**src/sbndm_pkg.sv**
```systemverilog
package sbndm_pkg;

    // Default sizes of the stores.
    localparam int TEXT_DEPTH_DEF  = 4096;
    localparam int MAX_PATTERN_DEF = 32;
    localparam int ALPHABET_DEF    = 256;

    // The bit-parallel word is fixed at 32 bits.
    localparam int WORD     = 32;
    localparam int WORD_LOG = 5;
    localparam int LEN_W    = 6;
    localparam int COUNT_W  = 13;

    // Request kinds.
    localparam logic REQ_PATTERN = 1'b0;
    localparam logic REQ_TEXT    = 1'b1;

    // Result status codes.
    localparam logic [1:0] STAT_OK       = 2'd0;
    localparam logic [1:0] STAT_SHORT    = 2'd1;
    localparam logic [1:0] STAT_OVERFLOW = 2'd2;

    typedef struct packed {
        logic       req_type;
        logic [7:0] data_byte;
        logic       is_last;
    } in_item_t;

    typedef struct packed {
        logic [COUNT_W-1:0] match_count;
        logic [1:0]         status;
    } out_item_t;

    // Controller states.
    typedef enum logic [4:0] {
        ST_IDLE,
        ST_CLEAR,
        ST_BLD_RD,
        ST_BLD_WR,
        ST_SH_INIT,
        ST_SH_RD,
        ST_SH_UPD,
        ST_CP,
        ST_CMP_RD,
        ST_CMP_CHK,
        ST_CMP_END,
        ST_SC_TEST,
        ST_SC_RDT,
        ST_SC_RDM,
        ST_SC_D0,
        ST_SC_RDTJ,
        ST_SC_RDMJ,
        ST_SC_DJ,
        ST_SC_RES,
        ST_FINISH
    } ctrl_state_t;

    // Datapath operations.
    typedef enum logic [4:0] {
        OP_NONE,
        OP_CLEAR,
        OP_BLD_RD,
        OP_BLD_WR,
        OP_SH_INIT,
        OP_SH_RD,
        OP_SH_UPD,
        OP_CP,
        OP_CMP_RD,
        OP_CMP_CHK,
        OP_CMP_END,
        OP_SC_RDT,
        OP_SC_RDM,
        OP_SC_D0,
        OP_SC_RDTJ,
        OP_SC_RDMJ,
        OP_SC_DJ,
        OP_SC_RES,
        OP_PUBLISH
    } dp_op_t;

    typedef struct packed {
        dp_op_t op;
        logic   load;
    } dp_cmd_t;

    typedef struct packed {
        logic last_text;
        logic bad_len;
        logic k_end;
        logic k_zero;
        logic i_lt;
        logic sc_stop;
        logic sc_break;
        logic out_busy;
    } dp_status_t;

endpackage

```
**src/sbndm_ctrl.sv**
```systemverilog
module sbndm_ctrl import sbndm_pkg::*; (
    input  logic       aclk,
    input  logic       aresetn,
    input  logic       s_valid,
    output logic       s_ready,
    input  dp_status_t st,
    output dp_cmd_t    cmd
);

    ctrl_state_t state_reg, state_next;

    // State register.
    always_ff @(posedge aclk) begin
        if (!aresetn) begin
            state_reg <= ST_IDLE;
        end else begin
            state_reg <= state_next;
        end
    end

    // Next state and datapath commands.
    always_comb begin
        state_next = state_reg;
        cmd.op     = OP_NONE;
        cmd.load   = 1'b0;
        s_ready    = 1'b0;
        unique case (state_reg)
            ST_IDLE: begin
                s_ready  = 1'b1;
                cmd.load = s_valid;
                if (s_valid && st.last_text) begin
                    state_next = ST_CLEAR;
                end
            end
            ST_CLEAR: begin
                cmd.op     = OP_CLEAR;
                state_next = st.bad_len ? ST_FINISH : ST_BLD_RD;
            end
            ST_BLD_RD: begin
                cmd.op     = OP_BLD_RD;
                state_next = ST_BLD_WR;
            end
            ST_BLD_WR: begin
                cmd.op     = OP_BLD_WR;
                state_next = st.k_end ? ST_SH_INIT : ST_BLD_RD;
            end
            ST_SH_INIT: begin
                cmd.op     = OP_SH_INIT;
                state_next = ST_SH_RD;
            end
            ST_SH_RD: begin
                cmd.op     = OP_SH_RD;
                state_next = ST_SH_UPD;
            end
            ST_SH_UPD: begin
                cmd.op     = OP_SH_UPD;
                state_next = st.k_zero ? ST_CP : ST_SH_RD;
            end
            ST_CP: begin
                cmd.op     = OP_CP;
                state_next = st.k_end ? ST_CMP_RD : ST_CP;
            end
            ST_CMP_RD: begin
                cmd.op     = OP_CMP_RD;
                state_next = ST_CMP_CHK;
            end
            ST_CMP_CHK: begin
                cmd.op     = OP_CMP_CHK;
                state_next = st.k_end ? ST_CMP_END : ST_CMP_RD;
            end
            ST_CMP_END: begin
                cmd.op     = OP_CMP_END;
                state_next = ST_SC_TEST;
            end
            ST_SC_TEST: begin
                state_next = st.i_lt ? ST_SC_RDT : ST_FINISH;
            end
            ST_SC_RDT: begin
                cmd.op     = OP_SC_RDT;
                state_next = ST_SC_RDM;
            end
            ST_SC_RDM: begin
                cmd.op     = OP_SC_RDM;
                state_next = ST_SC_D0;
            end
            ST_SC_D0: begin
                cmd.op     = OP_SC_D0;
                state_next = ST_SC_RDTJ;
            end
            ST_SC_RDTJ: begin
                cmd.op     = OP_SC_RDTJ;
                state_next = ST_SC_RDMJ;
            end
            ST_SC_RDMJ: begin
                cmd.op     = OP_SC_RDMJ;
                state_next = ST_SC_DJ;
            end
            ST_SC_DJ: begin
                cmd.op     = OP_SC_DJ;
                state_next = st.sc_stop ? ST_SC_RES : ST_SC_RDTJ;
            end
            ST_SC_RES: begin
                cmd.op     = OP_SC_RES;
                state_next = st.sc_break ? ST_FINISH : ST_SC_TEST;
            end
            ST_FINISH: begin
                if (!st.out_busy) begin
                    cmd.op     = OP_PUBLISH;
                    state_next = ST_IDLE;
                end
            end
            default: begin
                state_next = ST_IDLE;
            end
        endcase
    end

endmodule

```
**config.mk**
```make
export PLATFORM = sky130hd
export DESIGN_NAME = sbndm_ctrl
export DESIGN_NICKNAME = d
export VERILOG_FILES = /design/src/sbndm_pkg.sv /design/src/sbndm_ctrl.sv
export SDC_FILE = /design/constraint.sdc
export NUM_CORES = 1
export LEC_CHECK = 0
export ABC_AREA = 1
export BUFFER_PORTS_ARGS = -buffer_cell sky130_fd_sc_hd__buf_4
export CORE_MARGIN = 2
export CORE_UTILIZATION = 45
export CTS_BUF_LIST = sky130_fd_sc_hd__clkbuf_16
export DETAILED_ROUTE_END_ITERATION = 12
export PLACE_DENSITY = 0.73
export SKIP_LAST_GASP = 1
export SLEW_MARGIN = 20
export SYNTH_ARGS = -nofsm -noshare
export SYNTH_HDL_FRONTEND = slang
export SYNTH_SLANG_ARGS = --single-unit
```
**constraint.sdc**
```tcl
create_clock -name aclk -period 1.1 [get_ports aclk]
set_input_delay 0.11 -clock aclk [delete_from_list [all_inputs] [get_ports aclk]]
set_output_delay 0.11 -clock aclk [all_outputs]
set_load 0.05 [all_outputs]
```
==> results of run 1 <==
## logic make-up after synthesis
group	after synthesis	synth area share (%)
AND/OR/NAND/NOR	70	55.2
buffers and inverters	24	14.9
AO/OA/AOI/OAI	15	13.9
flip-flops	5	15.9
## per-stage QoR
stage | instance area (µm²) | setup WS [ps] | cells | utilization [%]
2_1_floorplan | 708 | -429 | 114 | -
3_3_place_gp | 1040 | -240 | 171 | 79.8
3_5_place_dp | 1040 | -257 | 171 | 79.8
## cells in the mapped netlist
cell type,number
a21oi_1,3
a31oi_1,3
buf_4,1
dfxtp_1,5
inv_1,18
inv_2,5
nand2_1,27
nand2_2,3
nand3_1,13
nand3_4,1
nand3b_1,3
nand4_1,2
nor2_1,13
nor2_2,5
nor2_4,1
nor3_1,1
nor3b_2,1
o2111ai_1,1
o211ai_1,1
o21ai_0,4
o21ai_1,2
o21bai_1,1
==> out/qor.txt, run 1 <==
status -> did not finish
Failed at -> clock tree synthesis (4_1_cts)
Error -> [ERROR DPL-0038] Utilization greater than 100%, impossible to legalize
post-synth net total -> 125
I/O pin count -> 18
CTS Hold Bufs -> 0
Cell variety after synth -> 22
post-synth top area cell -> nand2_1
clk buf depth -> 2
postcts setup bufs -> 5
post-synthesis cell count -> 114
total CTS buffers -> 3
Yosys reg bits -> 5
Synth top area share -> 16.1%
Synth warnings -> 0
sinks on the clock net -> 5
Buffers on Ports -> 17
Starting Density -> 48.3%
Final GP Congestion -> 0.912
post-synthesis cell area -> 628 µm²
row count -> 13
post-CTS sizing -> 42
post-DP HPWL -> 1790 µm
CTS H-tree lvls -> 1
root buf cell -> clkbuf_16
chip width -> 41.4 µm
dominant cells by area after synthesis -> nand2_1, dfxtp_1, inv_1
Die Height -> 41.4 µm
register area share after synthesis -> 15.9%
Avg Inst Size Synth -> 5.51 µm²
==> inputs of run 2 (changes only) <==
--- a/config.mk
+++ b/config.mk
@@ -7,11 +7,10 @@
 export LEC_CHECK = 0
 export ABC_AREA = 1
 export BUFFER_PORTS_ARGS = -buffer_cell sky130_fd_sc_hd__buf_4
-export CORE_MARGIN = 2
-export CORE_UTILIZATION = 45
-export CTS_BUF_LIST = sky130_fd_sc_hd__clkbuf_16
+export CORE_AREA = 2 2 63 65
 export DETAILED_ROUTE_END_ITERATION = 12
-export PLACE_DENSITY = 0.73
+export DIE_AREA = 0 0 65 67
+export PLACE_DENSITY_LB_ADDON = 0.15
 export SKIP_LAST_GASP = 1
 export SLEW_MARGIN = 20
 export SYNTH_ARGS = -nofsm -noshare
==> constraint.sdc (replaced) <==
create_clock -name aclk -period 1.4 [get_ports aclk]
set_input_delay 0.14 -clock aclk [delete_from_list [all_inputs] [get_ports aclk]]
set_output_delay 0.14 -clock aclk [all_outputs]
set_load 0.05 [all_outputs]
==> out/qor.txt, run 2 <==
status -> complete, but fails checks
failing checks -> negative setup slack
Synth top area share -> 16.1%
Starting Density -> 17.4%
CTS H-tree lvls -> 1
clock-pin transition on the worst setup and hold timing paths -> 40 ps
commonest non-fill, non-tap cell in the layout -> buf_4
Die Height -> 67 µm
ratio of cells with drive above 1 in the final layout -> 54.9%
Async S/R FF share, synth -> 0%
P&R area growth vs syn -> 99.0%
Iteration-0 DRC Markers -> 20
initial antenna violation count -> 0
core area -> 3610 µm²
CP endpoint kind -> output pin
vias in the first global route -> 871
Worst Max-Slew Pin Slew -> 210 ps
Layout Utilization -> 34.7%
Yosys reg bits -> 5
most common cell in the netlist -> nand2_1
Max Freq -> 656 MHz
filler cell count -> 391
Die ar. -> 4360 µm²
Fin. Hold Viols -> 0
design area -> 1250 µm²
Avg Inst Size Synth -> 5.51 µm²
Worst Skew -> 2.88 ps
Final GP Congestion -> 0.898
I/O pin count -> 18
max-cap viol count -> 0
post-synthesis cell count -> 114
post-route antenna net violation count -> 0
post-DP HPWL -> 1980 µm
final WL -> 2460 µm
Max IR drop VDD -> 603 µV
chip width -> 65 µm
Final WS setup -> -124 ps
most common flop cell mapped by yosys -> dfxtp_1
final setup fails -> 5
post-synthesis cell area -> 628 µm²
DR WL/cell -> 11.6 µm
Synth warnings -> 0
dominant cells by area after synthesis -> nand2_1, dfxtp_1, inv_1
Worst-Skew Late Latency -> 220 ps
Worst Hold Class -> in2reg
TritonRoute pass-1 iters -> 6
CTS Hold Bufs -> 0
P_leak -> 0.000639 µW
Post-synth EDFFs -> 0
grt total ovfl -> 0
Final #Nets -> 176
Placed Area -> 997 µm²
total CTS buffers -> 3
max FFs per register -> 5
total routing usage reported by global routing -> 11.4%
Crit path arrival time -> 1380 ps
vias -> 925
post-synth top area cell -> nand2_1
Cell variety after synth -> 22
most frequent cells in the layout -> buf_4, nand2_1, inv_1
Synth top cells by count -> nand2_1, inv_1, nand3_1, nor2_1
final slew viol count -> 0
drt drc -> 0
sinks on the clock net -> 5
root buf cell -> clkbuf_8
DR vias/cell -> 4.36
largest net degree at the start of global routing -> 7
CTS tree -> built
dpl ws -> -23.7 ps
Buffers on Ports -> 17
row count -> 22
Final Cycle Share -> 109%
post-route minimum period -> 1520 ps
RSZ-0062 raised after global routing -> yes
CP Launch Type -> register
first-pass GRT wire length -> 3800 µm
Slew headroom -> 85.8%
post-synth net total -> 125
CP Class -> reg2out
Antenna diodes -> 0
Power Dens Cells -> 1940 nW/µm²
clk buf depth -> 2
worst path required time -> 1260 ps
critical path fanouts, max -> 4
register area share after synthesis -> 15.9%
## run 2: cell counts after synthesis
Identical to the previous run, type by type.
## run 2: power breakdown
part | internal, µW | switching, µW | leakage (µW)
Combinational | 781 | 1060 | 0.000572
Sequential | 209 | 109 | 0.0000445
Clock | 196 | 70.9 | 0.0000228
Total | 1190 | 1240 | 0.000639
## run 2: path summary, 6_finish.rpt
kind	cells after the start	endpoint	startpoint	slack, ps
setup reg to reg	11	state_reg[1]	state_reg[2]	50
hold / removal	3	state_reg[1]	aresetn	130
hold reg to reg	4	state_reg[0]	state_reg[0]	740
setup / recovery	7	cmd[2]	state_reg[1]	-120
## run 2: layout make-up
cell class / instances / area [µm²] / area share (%)
Tap cell: 48 / 60.1 / 4.80
Sequential cell: 5 / 119 / 9.51
Timing Repair Buffer: 47 / 387 / 30.9
Inverter: 23 / 93.8 / 7.51
Multi-Input combinational cell: 85 / 546 / 43.6
Clock buffer: 4 / 45.0 / 3.60
## run 2: routing by layer
layer  GRT usage [%]  vias up  wire, µm
met5               0        -         0
met4            3.72        0        54
met3            3.04        6       123
met2            20.4       27      1260
met1            13.1      425      1020
li1                -      467         -
## run 2: cell families (layout without fill, tap and decap cells)
group                  Yosys count  after routing  synth area share [%]
AOI/OAI and AO/OA               15             15                  13.9
buffers and inverters           24             74                  14.9
DFF                              5              5                  15.9
and+or+nand+nor                 70             70                  55.2
## run 2: timing repair
item / 4_1_cts / 5_1_grt
buffers inserted: 4 / 3
endpoints found under the setup margin: 7 / 11
gates resized for setup: 18 / 27
pin swaps: 5 / 10
## run 2: critical path: stages, from the launching register on
cell       delay [ps]
dfxtp_4           370
nand2_4           120
nor2_4             50
nand2_1            70
nand2_1            70
nor3b_2           190
o2111ai_2         120
buf_6             170
## run 2: per-stage QoR
stage / hold slack [ps] / instances / setup TNS, ps / power, µW
2_1_floorplan: 238 / 114 / -162 / 1210
3_3_place_gp: 352 / 201 / -219 / 1810
3_5_place_dp: 357 / 201 / -23.7 / 1780
4_1_cts: 135 / 209 / -728 / 2210
5_1_grt: 133 / 212 / -860 / 2560
6_report: 132 / 212 / -408 / 2430
(Power assumes the default switching activity.)
